## src/hdl/pmd_pkg.sv

```systemverilog
// Shared types and constants for the PID motor drive with speed limit.
// Used by the channel interfaces, the register bank and the top level.
package pmd_pkg;

    // field widths
    localparam int POS_W      = 32;
    localparam int SPEED_W    = 16;
    localparam int DRIVE_W    = 9;
    localparam int GAIN_W     = 16;
    localparam int SLIMIT_W   = 15;
    localparam int DLIMIT_W   = 8;
    localparam int CFG_IDX_W  = 3;
    localparam int CFG_DATA_W = 16;

    // integral accumulator
    localparam int SUM_WIDTH = 48;
    localparam logic [SUM_WIDTH-1:0] SUM_MAX = {1'b0, {(SUM_WIDTH-1){1'b1}}};
    localparam int SUM_LO_W  = SUM_WIDTH / 2;
    localparam int SUM_HI_W  = SUM_WIDTH - SUM_LO_W;

    // position error and integral clear threshold
    localparam int ERR_W = POS_W + 1;
    localparam int ACC_W = ((SUM_WIDTH > ERR_W) ? SUM_WIDTH : ERR_W) + 1;
    localparam logic signed [ERR_W-1:0] ERR_CLEAR_MAX = ERR_W'(3);

    // term widths
    localparam int P_W      = GAIN_W + 1 + ERR_W;
    localparam int I_W      = GAIN_W + SUM_WIDTH;
    localparam int ILO_W    = GAIN_W + SUM_LO_W;
    localparam int IHI_W    = GAIN_W + SUM_HI_W;
    localparam int SPD_X_W  = SPEED_W + 1;
    localparam int SC_W     = 2 * SPD_X_W;
    localparam int DX_W     = GAIN_W + SPEED_W;
    localparam int T_W      = P_W + 1;
    localparam int DRV_W    = ((I_W > T_W) ? I_W : T_W) + 2;

    // truncating divide by 100 of a magnitude below 2^32: (n * M) >> 37
    localparam int DIVISOR_HUNDRED = 100;
    localparam logic [DX_W-1:0] DIV_MUL = 32'h51EB_851F;
    localparam int DIV_SHIFT = 37;
    localparam int DPROD_W   = 2 * DX_W;
    localparam int DQ_W      = DPROD_W - DIV_SHIFT + 1;

    // register indexes
    typedef enum logic [CFG_IDX_W-1:0] {
        CFG_PROP_GAIN    = 3'd0,
        CFG_DERIV_GAIN   = 3'd1,
        CFG_INTEG_GAIN   = 3'd2,
        CFG_SPEED_GAIN   = 3'd3,
        CFG_SPEED_LIMIT  = 3'd4,
        CFG_DRIVE_LIMIT  = 3'd5,
        CFG_DERIV_ENABLE = 3'd6
    } t_cfg_idx;

    // register bank contents
    typedef struct packed {
        logic [GAIN_W-1:0]   prop_gain;
        logic [GAIN_W-1:0]   deriv_gain;
        logic [GAIN_W-1:0]   integ_gain;
        logic [GAIN_W-1:0]   speed_gain;
        logic [SLIMIT_W-1:0] speed_limit;
        logic [DLIMIT_W-1:0] drive_limit;
        logic                deriv_enable;
    } t_cfg;

endpackage

```

## src/hdl/pmd_cfg_regs.sv

```systemverilog
// Configuration register bank: gains, limits and the damping enable.
// Depends on pmd_pkg for the register indexes and the t_cfg struct.
module pmd_cfg_regs (
    input  logic                           i_clk,
    input  logic                           i_rst_n,
    input  logic                           i_we,
    input  logic [pmd_pkg::CFG_IDX_W-1:0]  i_idx,
    input  logic [pmd_pkg::CFG_DATA_W-1:0] i_data,
    output pmd_pkg::t_cfg                  o_cfg
);
    import pmd_pkg::*;

    t_cfg r_cfg;

    // write one register; unknown indexes are dropped
    always_ff @(posedge i_clk) begin
        if (!i_rst_n) begin
            r_cfg <= '0;
        end else if (i_we) begin
            case (t_cfg_idx'(i_idx))
                CFG_PROP_GAIN:    r_cfg.prop_gain    <= i_data[GAIN_W-1:0];
                CFG_DERIV_GAIN:   r_cfg.deriv_gain   <= i_data[GAIN_W-1:0];
                CFG_INTEG_GAIN:   r_cfg.integ_gain   <= i_data[GAIN_W-1:0];
                CFG_SPEED_GAIN:   r_cfg.speed_gain   <= i_data[GAIN_W-1:0];
                CFG_SPEED_LIMIT:  r_cfg.speed_limit  <= i_data[SLIMIT_W-1:0];
                CFG_DRIVE_LIMIT:  r_cfg.drive_limit  <= i_data[DLIMIT_W-1:0];
                CFG_DERIV_ENABLE: r_cfg.deriv_enable <= i_data[0];
                default: begin
                end
            endcase
        end
    end

    assign o_cfg = r_cfg;
endmodule

```

## config.mk

```make
export PLATFORM = sky130hd
export DESIGN_NAME = pmd_cfg_regs
export DESIGN_NICKNAME = d
export VERILOG_FILES = /design/src/hdl/pmd_pkg.sv /design/src/hdl/pmd_cfg_regs.sv
export SDC_FILE = /design/constraint.sdc
export NUM_CORES = 1
export LEC_CHECK = 0
export BUFFER_PORTS_ARGS = -buffer_cell sky130_fd_sc_hd__buf_4
export CORE_MARGIN = 10
export CORE_UTILIZATION = 25
export CTS_BUF_LIST = sky130_fd_sc_hd__clkbuf_2
export DETAILED_ROUTE_END_ITERATION = 6
export PLACE_DENSITY = 0.56
export SLEW_MARGIN = 20
export SYNTH_ARGS = -nofsm -noshare
export SYNTH_HDL_FRONTEND = slang
export SYNTH_SLANG_ARGS = --single-unit
```

## constraint.sdc

```tcl
create_clock -name i_clk -period 2.8 [get_ports i_clk]
set_input_delay 0.14 -clock i_clk [delete_from_list [all_inputs] [get_ports i_clk]]
set_output_delay 0.14 -clock i_clk [all_outputs]
set_load 0.01 [all_outputs]
```

After elaboration in Yosys (flattened, before gate mapping)
Index checks and enable logic that the tools add are counted.

Equality and inequality tests: 6. Reductions and logical operators: 8.

Operator list (count): $reduce_and 2->1 (7); $eq 3x3->1 const B (3); $eq 3x2->1 const B (2); $eq 3x1->1 const B (1); $logic_not 3->1 (1).

Flip-flop bits (word level): 88. Bits of input ports: 22. Logic and storage cells: 21.

Logic depth before layout (Yosys ltp)
Gate-level depths: netlist (run 1).

Depth after elaboration: 2. Gate-level depth with buffers: 5. Depth with buffers taken out: 2.

Worst setup path after synthesis (run 1)
OpenSTA, ideal clock, no wires.

Path type: input port to flip-flop. From: input port i_idx[0] (netlist name). To: register r_cfg (netlist bit o_cfg[72]). Setup time: 0.124 ns. Data arrival time: 1.067 ns. Setup slack: 1.609 ns. Stages on the path: 4. Cells stage by stage: or4b_1 > buf_6 > buf_12 > mux2i_1.

Longest elaborated chain between the ends: 2.

Ends and longest elaborated chain: from (decl) (RTL line pmd_cfg_regs.sv:7) `input logic [pmd_pkg::CFG_IDX_W-1:0] i_idx,`; $logic_not 3->1 (RTL line pmd_cfg_regs.sv:20) `case (t_cfg_idx'(i_idx))`; $reduce_and 2->1 (no source line); to (decl) (RTL line pmd_cfg_regs.sv:13) `t_cfg r_cfg;`.

Every way passes these cells. A chain may end at the register's enable or synchronous reset.

Final worst setup path (run 1)
From: input port i_idx[0] (netlist name). To: register r_cfg (netlist bit o_cfg[85]).

Same word-level chain as after synthesis.

==> results of run 1 <==
## critical path, delay by kind of cell
| kind | cells | cell delay, ns |
|---|---|---|
| buffers and inverters | 2 | 0.70 |
| multiplexers | 1 | 0.32 |
| AND/OR/NAND/NOR | 1 | 1.00 |
## path summary, 6_finish.rpt
kind / endpoint / start
setup reg to reg: o_cfg[81] / o_cfg[81]
hold reg to reg: o_cfg[39] / o_cfg[39]
hold / removal: o_cfg[76] / i_data[4]
setup / recovery: o_cfg[85] / i_idx[0]
## Yosys cell counts
| cell | n | area (um^2) |
|---|---|---|
| mux2i_1 | 88 | 880.8 |
| clkbuf_1 | 6 | 22.52 |
| nor4bb_1 | 1 | 10.01 |
| buf_4 | 1 | 7.510 |
| dfxtp_1 | 88 | 1762 |
| buf_2 | 9 | 45.04 |
| or4b_1 | 1 | 10.01 |
| buf_12 | 1 | 20.02 |
| buf_1 | 5 | 18.77 |
| nand2_1 | 104 | 390.4 |
| nand4b_1 | 3 | 26.28 |
| nand4bb_1 | 2 | 22.52 |
| buf_6 | 1 | 11.26 |
## per-stage QoR
step,std cells,total power (W),setup slack (ns),cell area [um^2]
after floorplan,310,0.001420,1.609,3227
after global placement,575,0.001521,1.108,4208
after detailed placement,575,0.001525,1.063,4208
after CTS,610,0.002285,1.165,4532
after global routing,610,0.002363,1.105,4532
final,610,0.002236,1.129,4532
## what timing repair did
item,CTS,global route
buffers inserted,0,0
endpoints found under the hold margin,82,0
resized for setup,0,0
hold buffers,19,0
## cell families (layout without fill, tap and decap cells)
kind of cell / Yosys count / in the layout / synth area share
buf+inv: 23 / 151 / 0.03877
flops: 88 / 88 / 0.5459
mux: 88 / 88 / 0.2730
simple gates: 111 / 111 / 0.1423
## area by class of cell
class | instances | area share
Clock buffer | 10 | 0.01104
Clock inverter | 6 | 0.01850
Multi-Input combinational cell | 199 | 0.3001
Sequential cell | 88 | 0.3887
Tap cell | 172 | 0.04749
Timing Repair Buffer | 135 | 0.2341
## power breakdown
| group | leakage [nW] | switching [W] | internal [W] |
|---|---|---|---|
| combinational | 1.53 | 0.000112 | 0.000105 |
| clock | 0.0756 | 0.000426 | 0.000294 |
| sequential | 0.712 | 0.0000153 | 0.00128 |
| total | 2.32 | 0.000554 | 0.00168 |
## per-layer routing
metal  wire (um)  up-vias  global-route usage  part of all wire
met2        4296       78              0.1704              0.44
met1        4323     1171              0.1259              0.45
met4         167        0             0.04716             0.017
met5           0        -                   0                 0
met3         871       13             0.05602             0.090
li1            -     1274                   -                 -
==> results by group, run 1 <==
Status
  – Status: complete, no violations

Timing
  – Maximum clock frequency: 598.3 MHz
  – Setup-failing EPs final: 0
  – Period utilisation layout: 0.5969
  – Least-Margin Pin Slew: 1.052 ns
  – Max-slew violations: 0
  – Rel. slew slack: 0.2987
  – Period minus WS final: 1.671 ns
  – Setup TNS Final: 0 ns
  – Final hold viol count: 0
  – RSZ-0062 raised after global routing: no
  – Hold_ws: 0.06286 ns
  – Clock Skews: 0 ns

Routing
  – Antenna Nets Post-Route: 0
  – DR WL/cell: 15.83 um
  – Vias: 2,536
  – Initial DRT Pass Iterations: 4
  – DRC violations left: 0
  – WL final: 9.659 mm
  – Initial drt markers: 58
  – Via/cell ratio: 4.157

Worst setup path
  – Critical Path AT: 2.17 ns
  – WP data required: 3.30 ns
  – R2R Setup Slk: 2.14 ns
  – Critical path fanouts, max: 16
  – Critical setup path kind: in2reg
  – Worst reg2reg path depth: 2
  – CP max-delay cell: or4b_1
  – CP cell instances: dlygate4sd3_1 -> buf_4 -> or4b_1 -> mux2i_1
  – CP Capture Type: flop
  – CP max stage delay: 1.00 ns
  – Type of origin of the critical path: input pin

Pwr
  – Peak supply drop: 0.2474 mV
  – Power Density: 493.3 nW/um^2
  – LEAKAGE: 2.321 nW

Clock tree
  – Worst-path clk slew: 0.22 ns
  – CTS Root Buffer Type: clkbuf_2
  – Clock Path Buffers: 2
  – Clk Latency, worst-skew pair: 0.55 ns
  – CTS tree: done
  – H-tree depth: 3
  – Num CTS Buffers: 9
  – Clock sinks: 88

Layout
  – Antenna diodes: 0
  – Area grow syn2layout: 40.44%
  – Max FFs per register: 88
  – Commonest non-fill, non-tap cells in the layout: 116 x buf_4, 104 x nand2_1, 88 x mux2i_1, 88 x dfxtp_1, 19 x dlygate4sd3_1
  – Layout cells sized above 1: 0.3037
  – Fillers: 1,298
  – Final Core Density: 0.3591
  – Multi-input gate area: 1360 um^2
  – Nets@finish: 455
  – FF+latch area: 1762 um^2
  – Most common cell after layout, fill and taps aside: buf_4

Placed design
  – Final GP Congestion: 0.7519
  – PortBufs: 109
  – Post-DP HPWL: 6.786 mm

Synthesis
  – Synth warnings: 0
  – Synth unique cells: 13
  – Sequential share of the synthesized area: 0.5459
  – Mapped cell area: 3227 um^2
  – Avg Inst Size Synth: 10.41 um^2
  – Flops & latches, synth: 88
  – Cells after Synth: 310
  – Syn Nets: 332

Die
  – Initial Util: 0.2557
  – CORE AREA: 12,620 um^2
  – Die ar.: 17,850 um^2
  – Row count: 41
  – I/O pin count: 110
  – Die Wd: 133.6 um
  – DIE HEIGHT: 133.6 um

Worst hold path
  – Worst Hold Depth: 3
  – Min-delay worst type: in2reg

Global route
  – Initial antenna violation count: 0
  – Overall Global Routing Usage: 0.1105
  – Largest net degree at the start of global routing: 64
  – First-pass GRT wire length: 15.35 mm
  – Grt ovf: 0
  – Vias in the first global route: 2,738

Run
  – Max-cap viol count: 0
Power figures use the tool's default switching activity.
==> run 2, diff against run 1 <==
Settings changed: ABC_AREA set to 1, PLACE_DENSITY 0.56 to 0.57.
Clock period 2.8 ns to 1.4 ns, I/O delays scaled along.
==> run 2 against run 1 <==
Global-route usage rose by 1.8 points. Cell area rose by 8.8%. Hold slack improved by 0.35 ns. Core utilization decreased by 0.25 points. Power rose by 120%. Sequential cell count is the same. Sequential share of layout area down 3.1 points. Routed wire length rose by 32%. Critical path type unchanged.
==> results by group, run 2 <==
Placed design
  – Final GP Congestion: 0.7507
  – Place WS: 0.3540 ns
  – Post-DP HPWL: 8.715 mm
  – Placed cell count: 779
  – PortBufs: 109
  – Placement Cell Area: 4548 um^2

Layout
  – Area grow syn2layout: 40.80%
  – Max FFs per register: 88
  – Layout cells sized above 1: 0.2335
  – Antenna diodes: 0
  – Final cell count without fillers: 818
  – Commonest non-fill, non-tap cells in the layout: 176 x nor2_1, 116 x buf_4, 93 x nand2_1
  – Finished Cell Area: 4931 um^2
  – Most common cell after layout, fill and taps aside: nor2_1
  – Fillers: 1,480
  – Nets@finish: 655

Pwr
  – Peak supply drop: 0.3934 mV
  – Total Power: 0.004857 W
  – Power Density: 984.9 nW/um^2
  – LEAKAGE: 2.288 nW

Worst setup path
  – WP data required: 1.92 ns
  – Top Family by Delay on Critical Path: buffers and inverters
  – Critical setup path kind: in2reg
  – Worst reg2reg path depth: 2
  – CP max-delay cell: dlygate4sd3_1
  – Worst r2r src: o_cfg[27]
  – Worst setup path start: i_we
  – CP Buf/Inv Count: 5
  – R2R Setup Slk: 0.77 ns
  – Critical path fanouts, max: 64
  – Critical Path AT: 1.90 ns
  – CP Capture Type: flop
  – CP max stage delay: 0.57 ns
  – Type of origin of the critical path: input pin
  – Worst R2R End: o_cfg[27]
  – Cell mode on critical path: dlygate4sd3_1
  – CP cell instances: dlygate4sd3_1 -> buf_4 -> inv_1 -> nor2_4 -> buf_12 -> nand3_2 -> dlygate4sd3_1 -> nand2_1 -> nor2_1

Synthesis
  – EDFF count, synth: 0
  – Async SR Flop Fraction: 0
  – Avg Inst Size Synth: 6.894 um^2
  – Synth warnings: 0
  – Top area cells in the synthesized netlist: dfxtp_1 50%, nor2_1 19%, nand3_1 13%
  – Post-synth top area cell: dfxtp_1
  – Count leader, synth: nor2_1
  – Most common flop cell mapped by yosys: dfxtp_1
  – Flops & latches, synth: 88
  – Sequential share of the synthesized area: 0.5030
  – Cells after Synth: 508
  – Top cell type's share of synthesized area: 0.5030
  – Synth unique cells: 14
  – Synth cell count leaders: 178 x nor2_1, 93 x nand2_1, 88 x dfxtp_1, 88 x nand3_1, 18 x inv_1
  – Mapped cell area: 3502 um^2
  – Syn Nets: 530

Global route
  – Grt ovf: 0
  – Vias in the first global route: 3,449
  – First-pass GRT wire length: 19.53 mm
  – Largest net degree at the start of global routing: 65
  – Initial antenna violation count: 0
  – Overall Global Routing Usage: 0.1283

Routing
  – WL final: 12.73 mm
  – Initial DRT Pass Iterations: 5
  – DRC violations left: 0
  – DR WL/cell: 15.56 um
  – Via/cell ratio: 4.434
  – Vias: 3,627
  – Antenna Nets Post-Route: 0
  – Initial drt markers: 262

Timing
  – Rel. slew slack: 0.6380
  – Setup TNS Final: 0 ns
  – Setup ws final: 0.01320 ns
  – Least-Margin Pin Slew: 0.5411 ns
  – RSZ-0062 raised after global routing: no
  – Maximum clock frequency: 721.1 MHz
  – Clock Skews: 0 ns
  – Period minus WS final: 1.387 ns
  – Period utilisation layout: 0.9906
  – Final hold viol count: 0
  – Max-slew violations: 0
  – Setup-failing EPs final: 0

Clock tree
  – Num CTS Buffers: 9
  – CTS Root Buffer Type: clkbuf_2
  – Worst-path clk slew: 0.23 ns
  – H-tree depth: 3
  – Clock sinks: 88
  – Number of setup buffers added after CTS: 0
  – CTS tree: done
  – Clock Path Buffers: 2
  – Clk Latency, worst-skew pair: 0.58 ns

Worst hold path
  – Min-delay worst type: in2reg
  – Worst Hold Depth: 4
  – Hold path start: i_rst_n
  – Hold worst-path end: o_cfg[72]

Die
  – CORE AREA: 13,830 um^2
  – DIE HEIGHT: 138.4 um
  – Row count: 43
  – Die ar.: 19,140 um^2
  – Die Wd: 138.4 um
  – I/O pin count: 110
  – Initial Util: 0.2533

Run
  – Max-cap viol count: 0

Status
  – Status: complete, no violations
[run 2: changes by cell type after synthesis, moves of 2 or more]
cell | previous run | this run
inv_1 | 0 | 18
inv_2 | 0 | 3
mux2i_1 | 88 | 0
nor2_1 | 0 | 178
nand4bb_1 | 2 | 0
buf_4 | 1 | 3
nand3_1 | 0 | 88
nand4b_1 | 3 | 0
nand2_1 | 104 | 93
buf_2 | 9 | 17
nor2_2 | 0 | 7
[run 2: power breakdown]
group	internal, W	total (W)	switching [W]
logic	0.000325	0.000757	0.000432
clock network	0.000589	0.00145	0.000861
registers	0.00260	0.00265	0.0000504
total	0.00351	0.00486	0.00134
[run 2: cell families after synthesis]
kind of cell           Yosys count  share of synthesized area
buffers and inverters           52                    0.06502
AND/OR/NAND/NOR                367                     0.4305
flip-flops                      88                     0.5030
AO/OA/AOI/OAI                    1                   0.001428
[run 2: cell type report]
class                   instances  area, um^2  area share
clock buffers                  11       55.05     0.01116
clock inverters                 5       71.32     0.01446
inverters                      22       82.58     0.01675
multi-input cells             368        1528      0.3098
flip-flops and latches         88        1762      0.3573
well taps                     180       225.2     0.04567
repair buffers                144        1207      0.2449
[run 2: per-layer routing]
layer	share of wire	track usage	wire length, um	vias to the layer above
met3	0.067	0.03904	849	13
li1	-	-	-	1828
met1	0.45	0.1528	5676	1675
met5	0	0	0	-
met2	0.47	0.2111	6043	111
met4	0.013	0.04994	160	0
[run 2: what timing repair did]
action	4_1_cts	5_1_grt
hold endpoints to repair	88	0
hold buffers	23	0
resized for setup	0	3
setup endpoints to repair	0	27
[run 2: worst max path at each step]
stage                     cells past startpoint         to
final                                         9  o_cfg[71]
after floorplan                               5   o_cfg[0]
after global routing                          8  o_cfg[71]
after CTS                                     8  o_cfg[71]
after global placement                        6  o_cfg[31]
after detailed placement                      6   o_cfg[5]
[run 2: through the flow]
step / hold WS, ns / util
global route: 0.3852 / 0.3566
finish: 0.4161 / 0.3566
global placement: 0.4567 / 0.3289
CTS: 0.3298 / 0.3547
floorplan: 0.3186 / -
detailed placement: 0.4693 / 0.3289
[run 2: tightest hold or removal path: stages]
cell and delay [ns]:
dlygate4sd3_1 0.54, buf_4 0.24, nand2_1 0.11, nor2_1 0.03
